## config.mk

```make
export PLATFORM = sky130hd
export DESIGN_NAME = swmc_ram
export DESIGN_NICKNAME = d
export VERILOG_FILES = /design/src/swmc_ram.sv
export SDC_FILE = /design/constraint.sdc
export NUM_CORES = 2
export LEC_CHECK = 0
export ABC_AREA = 1
export BUFFER_PORTS_ARGS = -buffer_cell sky130_fd_sc_hd__buf_2
export CORE_UTILIZATION = 54
export DETAILED_ROUTE_END_ITERATION = 10
export GPL_TIMING_DRIVEN = 1
export MAX_ROUTING_LAYER = met4
export PLACE_DENSITY = 0.76
export SLEW_MARGIN = 20
export SYNTH_ARGS = -nofsm -noshare
export SYNTH_HDL_FRONTEND = slang
export SYNTH_SLANG_ARGS = --single-unit
```

## constraint.sdc

```tcl
create_clock -name clk -period 6.5 [get_ports clk]
set_input_delay 0.325 -clock clk [delete_from_list [all_inputs] [get_ports clk]]
set_output_delay 0.325 -clock clk [all_outputs]
set_load 0.03 [all_outputs]
```

## src/swmc_ram.sv

```systemverilog
// Generic single-write, single-read RAM with registered read data.
// No dependencies.
`timescale 1ns / 1ps
module swmc_ram #(
	parameter int WIDTH = 32,
	parameter int DEPTH = 64,
	parameter int AW    = (DEPTH > 1) ? $clog2(DEPTH) : 1
) (
	input  logic             clk,
	input  logic             we,
	input  logic [AW-1:0]    waddr,
	input  logic [WIDTH-1:0] wdata,
	input  logic [AW-1:0]    raddr,
	output logic [WIDTH-1:0] rdata
);
	logic [WIDTH-1:0] mem_q [DEPTH];

	always_ff @(posedge clk) begin
		if (we) begin
			mem_q[waddr] <= wdata;
		end
		rdata <= mem_q[raddr];
	end
endmodule

```

==> out/qor.csv <==
stage,metric,value,unit
routing,routed wire length,233,mm
setup_path,FF-to-FF Start,mem_q[63][18],
sta,setup_tns,0,ps
finish,share of layout cells above drive strength 1,0.0799,
placed_design,placed inst area,85200,um2
global_route,first-pass GRT wire length,341,mm
setup_path,Critical Path Start,waddr[1],
clock_tree,Sink Count,2080,
sta,fmax,315,MHz
floorplanning,Top Ports,78,
global_route,initial antenna violation count,20,
routing,drt via density,6.24,
routing,Wirelength per Cell,26.0,um
status,run status,"finished, final reports clean",
finish,cell area after layout,91400,um2
floorplanning,Chip Width,393,um
yosys,syn_nets,6815,
setup_path,Crit. End Element,register,
power,Leakage Power,32.0,nW
placed_design,DP HPWL,118,mm
clock_tree,CTS Buf Count,194,
clock_tree,H-Tree Depth,4,
clock_tree,clock transition at the registers of the reported paths,60,ps
yosys,post-synthesis sequential area ratio,0.751,
finish,"commonest non-fill, non-tap cell in the layout",nand2_1,
min_path,Hold/Removal Path Class,input port to register,
clock_tree,CTS tree,yes,
power,Max VDD drop,242,uV
sta,Rel. slew slack,0.314,
sta,clock skew,39.8,ps
floorplanning,core box area,152000,um2
finish,fill count,11200,
job,Max Cap Viol,0,
setup_path,startpoint types,input port,
clock_tree,root buffer cell,clkbuf_16,
placed_design,Post-Place Cells,8567,
sta,RSZ-0062 raised after global routing,no,
clock_tree,Longest Clk Path Bufs,3,
sta,worst hold margin,52.2,ps
finish,final non-filler cell total,8942,
sta,"Slew Viols, Final",0,
setup_path,worst-path maximum fanout,24,
yosys,Post-Synthesis Cells,6769,
power,Pwr per Cell Area,303,nW/um2
placed_design,final RePlAce weighted congestion,0.882,
global_route,largest net degree at the start of global routing,195,
finish,"commonest non-fill, non-tap cells in the layout","2248 x nand2_1, 2048 x edfxtp_1, 1907 x nand3_1",
finish,Reg area,62100,um2
global_route,total grt overflow,0,
yosys,mapped cell area,82700,um2
setup_path,R2R depth,8,
finish,Synth-to-Final Area Change,10.4,%
clock_tree,clk_lat worst skew,840,ps
routing,Routed Antenna Nets,0,
sta,final worst path period share,0.489,
routing,drc violations,0,
placed_design,Port Buffers,77,
floorplanning,Die Y,393,um
floorplanning,die area,155000,um2
routing,starting DRC count in detailed routing,9027,
setup_path,Worst R2R End,rdata[18],
setup_path,Reg2Reg Setup Slack,4710,ps
finish,nets,6782,
routing,via count,55800,
yosys,yosys warns,0,
yosys,dominant cells by area after synthesis,"edfxtp_1 74%, nand3_1 12%, nand2_1 10%",
setup_path,Required @ worst endpoint,6960,ps
global_route,Global Route Usage Sum,0.306,
setup_path,Setup CP Type,input port to register,
yosys,post-synth cell types,16,
floorplanning,starting density of the core,0.544,
yosys,Seq cells post-synth,2080,
finish,multi-input logic area,18800,um2
global_route,vias in the first global route,53700,
sta,Final Setup Violations,0,
floorplanning,row cnt,143,
sta,Tmin final,3180,ps
yosys,post-synth top area cell,edfxtp_1,
sta,actual slew at the worst max-slew pin,1030,ps
routing,TritonRoute pass-1 iters,9,
sta,Final Hold Viols,0,
setup_path,CP endpoint,mem_q[25][21],
yosys,Avg Inst Size Synth,12.2,um2
yosys,top-area cell type share of the netlist area,0.743,
setup_path,Worst EP arrival,3640,ps
-- per-stage QoR --
step                utilization  worst slack, ps  power (mW)
finish                    0.601             3320        27.6
global placement          0.560             2990        16.8
global route              0.601             3350        28.3
floorplan                     -             2050        16.1
detailed placement        0.560             2920        16.9
CTS                       0.600             3460        27.6
-- final cells by class --
cell class | count | area share
sequential | 2080 | 0.680
multi-input combinational | 4228 | 0.205
clock buffer | 260 | 0.0581
tap | 2030 | 0.0278
timing repair buffer | 220 | 0.0185
clock inverter | 95 | 0.00876
inverter | 12 | 0.000890
antenna | 17 | 0.000466
-- synthesized netlist by cell type --
cell,count
buf_2,282
inv_4,1
nand3_1,1907
nand4_1,9
clkbuf_1,77
buf_1,40
inv_1,9
dfxtp_1,32
buf_6,3
nor4_1,8
nor2_1,56
buf_4,45
buf_8,2
inv_2,2
edfxtp_1,2048
nand2_1,2248
-- worst max-delay path: stages --
cell	delay, ps
dlygate4sd3_1	590
buf_2	210
inv_1	270
nand4_1	790
nor2_4	850
buf_4	570
-- metal layers --
metal | share of wire | vias to the layer above | routed length [um] | GRT usage
met4 | 0.047 | 0 | 11000 | 0.136
met1 | 0.35 | 26900 | 81700 | 0.399
li1 | - | 24100 | - | -
met2 | 0.46 | 4180 | 108000 | 0.465
met3 | 0.14 | 660 | 32300 | 0.0652
met5 | 0 | - | 0 | -
-- timing repair --
action,CTS,global route
setup buffers,0,0
hold buffers,3,0
resized for setup,0,0
hold endpoints to repair,7,0
-- state kept, by name, indices dropped and copies added (netlist names) --
| register | flops |
|---|---|
| mem_q | 2048 |
| rdata | 32 |
-- cell families (layout without fill, tap and decap cells) --
logic type | after synthesis | in the layout | share of synthesized area
simple gates | 4228 | 4228 | 0.221
flops | 2080 | 2080 | 0.751
buf+inv | 461 | 587 | 0.0278
other cells | 0 | 17 | 0
-- worst min-delay path by stage --
stage                   from       endpoint  slack (ps)  cells past startpoint
6_report           wdata[31]  mem_q[16][31]          50                      1
5_1_grt            wdata[31]  mem_q[18][31]          60                      1
4_1_cts             waddr[2]   mem_q[50][6]           1                      2
3_5_place_dp   mem_q[52][28]      rdata[28]         760                      8
3_3_place_gp       rdata[25]      rdata[25]         770                      1
2_1_floorplan       wdata[0]    mem_q[0][0]         420                      0
-- power by group --
part	internal [mW]	switching, mW
logic	0.386	1.35
clock network	6.15	4.86
registers	14.8	0.0574
total	21.4	6.26
(Power assumes the default switching activity.)
