[config.mk]
export PLATFORM = sky130hd
export DESIGN_NAME = swmc_cell
export DESIGN_NICKNAME = d
export VERILOG_FILES = /design/src/swmc_pkg.sv /design/src/swmc_cell.sv
export SDC_FILE = /design/constraint.sdc
export NUM_CORES = 1
export LEC_CHECK = 0
export BUFFER_PORTS_ARGS = -buffer_cell sky130_fd_sc_hd__buf_4
export CAP_MARGIN = 20
export CORE_ASPECT_RATIO = 1.1
export CORE_MARGIN = 5
export CORE_UTILIZATION = 49
export DETAILED_ROUTE_END_ITERATION = 12
export PLACE_DENSITY = 0.83
export SYNTH_ARGS = -nofsm -noshare
export SYNTH_HDL_FRONTEND = slang
export SYNTH_SLANG_ARGS = --single-unit
[constraint.sdc]
create_clock -name clk -period 3.5 [get_ports clk]
set_clock_uncertainty 0.1 [all_clocks]
set_input_delay 0 -clock clk [delete_from_list [all_inputs] [get_ports clk]]
set_output_delay 0 -clock clk [all_outputs]
set_load 0.01 [all_outputs]
[src/swmc_pkg.sv]
// Package for the sliding-window median cost unit.
// Holds shared constants and the cell control word; no dependencies.
`timescale 1ns / 1ps
package swmc_pkg;
	localparam int WINDOW_MAX_DEF  = 64;
	localparam int SAMPLE_BITS_DEF = 32;
	localparam int CFG_BITS        = 7;
	localparam int MEDIAN_BITS     = 32;
	localparam int COST_BITS       = 38;

	// control word broadcast to every cell of the sorted chain
	typedef struct packed {
		logic clr;    // drop every entry
		logic del;    // remove one copy of the key
		logic ins;    // insert the key in order
		logic load;   // copy values into the scan lane
		logic shift;  // advance the scan lane toward cell 0
	} cell_ctrl_t;
endpackage

[src/swmc_cell.sv]
// One cell of the sorted chain: holds one window value plus a scan lane.
// Depends on swmc_pkg.
`timescale 1ns / 1ps
module swmc_cell #(
	parameter int  SAMPLE_BITS = swmc_pkg::SAMPLE_BITS_DEF,
	parameter bit  FIRST       = 1'b0
) (
	input  logic                   clk,
	input  logic                   arst_n,
	input  swmc_pkg::cell_ctrl_t   ctrl,
	input  logic [SAMPLE_BITS-1:0] key,
	input  logic [SAMPLE_BITS-1:0] prv_val,
	input  logic                   prv_vld,
	input  logic [SAMPLE_BITS-1:0] nxt_val,
	input  logic                   nxt_vld,
	input  logic [SAMPLE_BITS-1:0] nxt_scan,
	output logic [SAMPLE_BITS-1:0] val_q,
	output logic                   vld_q,
	output logic [SAMPLE_BITS-1:0] scan_q
);
	logic take_nxt;
	logic keep;
	logic take_key;

	// entries at or above the key close the gap left by the deleted copy
	assign take_nxt = vld_q && (val_q >= key);
	assign keep     = vld_q && (val_q <= key);
	assign take_key = FIRST || (prv_vld && (prv_val <= key));

	always_ff @(posedge clk or negedge arst_n) begin
		if (!arst_n) begin
			vld_q <= 1'b0;
		end else if (ctrl.clr) begin
			vld_q <= 1'b0;
		end else if (ctrl.del) begin
			if (take_nxt) vld_q <= nxt_vld;
		end else if (ctrl.ins) begin
			if (!keep) vld_q <= take_key ? 1'b1 : prv_vld;
		end
	end

	always_ff @(posedge clk) begin
		if (ctrl.del) begin
			if (take_nxt) val_q <= nxt_val;
		end else if (ctrl.ins) begin
			if (!keep) val_q <= take_key ? key : prv_val;
		end
		if (ctrl.load) begin
			scan_q <= val_q;
		end else if (ctrl.shift) begin
			scan_q <= nxt_scan;
		end
	end
endmodule

==> out/metrics.yaml, run 1 <==
avgViaCountPerCell: 5.81
cp_max_fo: 31
min_path_cells: 2
cts_setup_buffers: 0
fin_crit_ps: 3400
cts_tree: "yes"
remaining_drc_errors: 0
num_vias: 4753
synthCells: 398
cts_buffer_depth: 2
min_period_over_period_pct: 97.1
ys_types: 39
status: "finished, final reports clean"
ys_top_cells_by_area: "edfxtp_1 (41%), ha_1 (17%), mux2_2 (7.7%)"
nNetsFinal: 897
maxSlewViolCount: 0
grt_pass1_vias: 5071
p_leak_nw: 3.45
slew_headroom_pct: 40.6
avgSynthCellArea_um2: 11.8
path_clk_slew_ps: 70
yosys.area.top_type: "edfxtp_1"
max_freq_mhz: 294
power_density_mw_per_mm2: 324
start_kind: "input pin"
cp-end-kind: "register"
drv_cap: 0
timing.final.ws_setup_ps: 101
setup_tns_ps: 0
setup_viol: 0
timing.hold.ws_ps: 182
gp_congestion: 0.859
grt-ovfl-total: 0
holdCritStartpoint: "ctrl[1]"
port_buffers: 201
ant_nets: 0
reg2reg_depth: 8
final_util_pct: 79.6
antenna_found_initial: 0
synth_edf_count: 64
root_buffer: "clkbuf_8"
worst_pin_slew_ps: 891
syn_area_mm2: 0.00468
yosys-top-cells-count: "edfxtp_1 (64), ha_1 (64), inv_1 (38)"
core_mm2: 0.00935
grt.met3_usage_pct: 4.60
min_to: "scan_q[30]$_DFFE_PP_"
use_met2_pct: 50.4
ys_seq_area_share_pct: 41.6
min_path_type: "in -> reg"
arrival_ps: 3400
synth-warning-count: 0
die_area_mm2: 0.0116
ys_ff_latch: 65
start_util_pct: 50.0
yosys.area.top_type_share_pct: 41.1
pre_cts_ws_ps: 575
async_flop_share_pct: 1.54
grtUsageMet1_pct: 31.5
synth_nets: 599
totalWireLength_um: 16500
required_ps: 3500
r2r_slack_ps: 470
wire_per_inst_um: 20.2
r2r_start: "val_q[29]$_DFFE_PP_"
dp.final_hpwl_um: 11200
ys.flop_type: "edfxtp_1"
grt.total_usage_pct: 28.3
drt_iter0_drc: 246
drtPass1Iterations: 5
diodes: 0
clock_latency_ps: 360
synthToLayoutAreaGrowth_pct: 59.1
die_x_um: 103
grt_max_degree: 42
layout-drive-gt1-share_pct: 36.5
vdd_drop_max_v: 0.000177
cts_sinks: 65
cts_buffers: 9
criticalPathCategory: "in -> reg"
num-fill-cells: 548
io_pins: 202
hold_viol: 0
grt_pass1_wl_um: 25300
top_usage_layer: "met2"
die_y_um: 112
cts.htree.levels: 3
timing.rr.end: "val_q[16]$_DFFE_PP_"
row_count: 37
[metrics by stage]
step	total power, mW	cells	instance area (um^2)
floorplan	1.36	398	4680
global placement	1.68	702	6270
detailed placement	1.71	702	6270
CTS	2.38	818	7430
global route	2.52	818	7440
finish	2.41	818	7440
[critical path, stage by stage]
cell	delay [ps]
dlygate4sd3_1	530
buf_4	110
inv_1	60
ha_1	360
nand4_2	140
nor4_2	390
a21boi_2	270
o31ai_4	120
a31o_4	430
a221o_1	410
dlygate4sd3_1	570
[registers in the layout, summed over array words and instances, names as in the netlist]
name and count:
val_q 32, scan_q 32, vld_q 1
[layer usage]
metal  part of all wire (%)  wire length [um]  vias to the layer above
met4                    4.0               656                        0
met1                     36              6030                     2265
met3                    7.1              1180                       51
met5                      0                 0                        -
li1                       -                 -                     2192
met2                     52              8660                      245
[worst max path at each step]
stage                   startpoint                   to  slack, ps  cells past startpoint
6_report                   key[14]  val_q[12]$_DFFE_PP_        100                     11
5_1_grt                    key[14]   val_q[4]$_DFFE_PP_        -20                     11
4_1_cts                    key[14]   val_q[4]$_DFFE_PP_        130                     12
3_5_place_dp   val_q[29]$_DFFE_PP_  val_q[20]$_DFFE_PP_        580                      8
3_3_place_gp   val_q[23]$_DFFE_PP_  val_q[18]$_DFFE_PP_        710                      8
2_1_floorplan  val_q[13]$_DFFE_PP_   val_q[0]$_DFFE_PP_        650                      7
[power by group]
part           total, mW  leakage, nW  internal, mW  switching (mW)
sequential          1.01        0.646         0.960          0.0467
clock              0.570       0.0817         0.277           0.293
combinational      0.835         2.73         0.470           0.365
[kinds of logic after synthesis]
logic type               count (synthesis)  synth area share [%]
AO/OA/AOI/OAI                          122                  21.3
adder cells (fa/ha/maj)                 64                  17.1
buffers and inverters                   55                  5.38
flip-flops                              65                  41.6
multiplexers                            32                  7.70
AND/OR/NAND/NOR                         60                  6.85
[layout by cell type, fill, tap and decap left out, types with 2 or more instances in the layout]
master,netlist,final
mux2_2,32,32
ha_1,64,64
a21oi_1,24,24
dlygate4sd3_1,0,100
o211ai_1,4,4
inv_1,38,38
nand4_1,11,11
clkbuf_1,11,5
nor4_1,2,2
a21o_1,11,11
edfxtp_1,64,64
and3_1,3,3
clkbuf_8,0,10
nor2_1,6,5
nor3_1,5,5
a221o_1,33,33
a221oi_1,2,2
buf_4,0,203
nand2_1,17,17
a211oi_1,2,2
nor2b_1,3,3
and2_1,2,2
nand3_1,5,5
o21ai_0,7,7
a22o_1,30,30
a211oi_4,1,2
[area by class of cell]
class / count / area (um^2) / share of cell area [%]
Tap cell: 117 / 146 / 1.97
Multi-Input combinational cell: 278 / 2500 / 33.6
Timing Repair Buffer: 304 / 2540 / 34.2
Inverter: 38 / 143 / 1.92
Clock inverter: 1 / 5.00 / 0.0673
Clock buffer: 15 / 156 / 2.10
Sequential cell: 65 / 1950 / 26.2
[what timing repair did]
action,CTS,global route
hold endpoints to repair,66,0
resized for setup,0,1
hold buffers,100,0
endpoints found under the setup margin,0,29
(Power assumes the default switching activity.)
==> inputs of run 2 (changes only) <==
--- a/config.mk
+++ b/config.mk
@@ -7,11 +7,13 @@
 export LEC_CHECK = 0
 export BUFFER_PORTS_ARGS = -buffer_cell sky130_fd_sc_hd__buf_4
 export CAP_MARGIN = 20
+export CELL_PAD_IN_SITES_DETAIL_PLACEMENT = 1
+export CELL_PAD_IN_SITES_GLOBAL_PLACEMENT = 2
 export CORE_ASPECT_RATIO = 1.1
 export CORE_MARGIN = 5
-export CORE_UTILIZATION = 49
+export CORE_UTILIZATION = 27
 export DETAILED_ROUTE_END_ITERATION = 12
-export PLACE_DENSITY = 0.83
+export PLACE_DENSITY = 0.79
 export SYNTH_ARGS = -nofsm -noshare
 export SYNTH_HDL_FRONTEND = slang
 export SYNTH_SLANG_ARGS = --single-unit
==> constraint.sdc (replaced) <==
create_clock -name clk -period 2.87 [get_ports clk]
set_clock_uncertainty 0.1 [all_clocks]
set_input_delay 0 -clock clk [delete_from_list [all_inputs] [get_ports clk]]
set_output_delay 0 -clock clk [all_outputs]
set_load 0.01 [all_outputs]
==> out/metrics.yaml, run 2 (synthesized netlist as in run 1, its figures left out) <==
status: "finished, final reports clean"
power.internal_mw: 2.41
grt_pass1_vias: 5501
layout-drive-gt1-share_pct: 36.5
final_area_mm2: 0.00813
remaining_drc_errors: 0
drv_cap: 0
synthToLayoutAreaGrowth_pct: 73.8
arrival_ps: 2770
hold_viol: 0
ant_nets: 0
cp-end-kind: "register"
min_path_type: "in -> reg"
worst_pin_slew_ps: 952
diodes: 0
cts_tree: "yes"
mostFrequentLayoutCell: "buf_4"
combPwrFrac_pct: 30.9
die_x_um: 136
crit_top_cell: "a221o_1"
power_density_mw_per_mm2: 414
cp_max_fo: 16
timing.hold.ws_ps: 128
clockPowerShare_pct: 32.4
start_kind: "input pin"
path_clk_slew_ps: 60
startpoint: "key[6]"
r2r_start: "val_q[23]$_DFFE_PP_"
start_util_pct: 27.5
root_buffer: "clkbuf_16"
drt_iter0_drc: 130
wire_per_inst_um: 20.5
grt_max_degree: 42
grt-ovfl-total: 0
dp.final_hpwl_um: 13500
fin_crit_ps: 2780
grt_pass1_wl_um: 29800
setup_viol: 0
path_cells: "dlygate4sd3_1 > buf_4 > inv_1 > ha_1 > nand2_1 > o21ai_0 > a221o_1 > o31ai_4 > a211oi_4 > buf_6 > a221o_1"
cpPeakStageDelay_ps: 540
placed_area_mm2: 0.00644
pwr-share-seq_pct: 36.7
drtPass1Iterations: 4
maxSlewViolCount: 0
port_buffers: 201
die_y_um: 148
cp_slowest_cell: "dlygate4sd3_1"
required_ps: 2850
power_switching_mw: 0.950
cts_sinks: 65
io_pins: 202
crit_path_end: "val_q[21]$_DFFE_PP_"
slew_headroom_pct: 36.5
setup_tns_ps: 0
timing.rr.end: "val_q[26]$_DFFE_PP_"
cts.htree.levels: 3
max_freq_mhz: 359
gp_congestion: 0.785
avgViaCountPerCell: 4.94
num_vias: 4809
cts_buffers: 9
antenna_found_initial: 0
row_count: 50
criticalPathCategory: "in -> reg"
r2r_slack_ps: 250
p_leak_nw: 3.68
mostFrequentLayoutCells: "buf_4 (208), dlygate4sd3_1 (132), ha_1 (64), edfxtp_1 (64), inv_1 (38)"
nNetsFinal: 936
reg2reg_depth: 9
p_sw_share_pct: 28.3
clock_latency_ps: 340
cts_buffer_depth: 2
totalWireLength_um: 20000
core_mm2: 0.0170
top_regs: "scan_q (32), val_q (32), vld_q (1)"
min_period_over_period_pct: 97.0
grt.total_usage_pct: 19.3
die_area_mm2: 0.0201
vdd_drop_max_v: 0.000276
## run 2: cell count changes in the layout (fill, tap and decap cells not counted), moves of 2 or more
cell           change
buf_6              +2
clkbuf_16          +9
clkbuf_1           -2
buf_4              +5
dlygate4sd3_1     +32
clkbuf_8          -10
nor4_1             -2
## run 2: metrics by stage
step,power (mW),setup slack (ps),instances,util [%]
global route,3.54,-17.1,974,47.8
finish,3.36,85.1,974,47.8
CTS,3.36,25.1,971,47.2
detailed placement,2.11,164,823,37.8
floorplan,1.66,16.1,398,-
global placement,2.08,221,823,37.8
## run 2: layer usage
layer / vias up / global-route usage (%) / share of wire (%)
met1: 2364 / 20.6 / 38
met2: 146 / 37.5 / 55
li1: 2273 / - / -
met3: 26 / 3.69 / 4.9
met4: 0 / 6.30 / 2.1
met5: - / 0 / 0
## run 2: worst min-delay path by stage
stage	from	end	depth (start not counted)
2_1_floorplan	arst_n	vld_q$_DFFE_PN0P_	0
3_3_place_gp	arst_n	vld_q$_DFFE_PN0P_	1
3_5_place_dp	arst_n	vld_q$_DFFE_PN0P_	1
4_1_cts	prv_vld	vld_q$_DFFE_PN0P_	4
5_1_grt	prv_vld	val_q[0]$_DFFE_PP_	4
6_report	prv_vld	val_q[0]$_DFFE_PP_	4
## run 2: power by group through the flow
stage	Combinational, mW	Sequential, mW	Clock, mW
6_report	1.04	1.23	1.09
5_1_grt	1.14	1.24	1.16
4_1_cts	1.01	1.23	1.12
3_5_place_dp	0.861	1.25	0
3_3_place_gp	0.835	1.25	0
2_1_floorplan	0.381	1.28	0
## run 2: cell type report
type	count	area, um^2
inverter	38	143
fill	1870	8890
tap	234	293
sequential	65	1950
timing repair buffer	342	2910
clock inverter	4	43.8
multi-input combinational	279	2560
clock buffer	12	236
## run 2: worst max-delay path: cells and delay by family
family | cells | cell delay [ps]
compound gates | 5 | 1400
fa+ha+maj | 1 | 250
buf+inv | 4 | 960
simple gates | 1 | 150
## run 2: repair_timing
item | 4_1_cts | 5_1_grt
setup buffers | 0 | 2
endpoints found under the setup margin | 0 | 51
hold endpoints to repair | 66 | 0
hold buffers | 132 | 0
resized for setup | 0 | 11
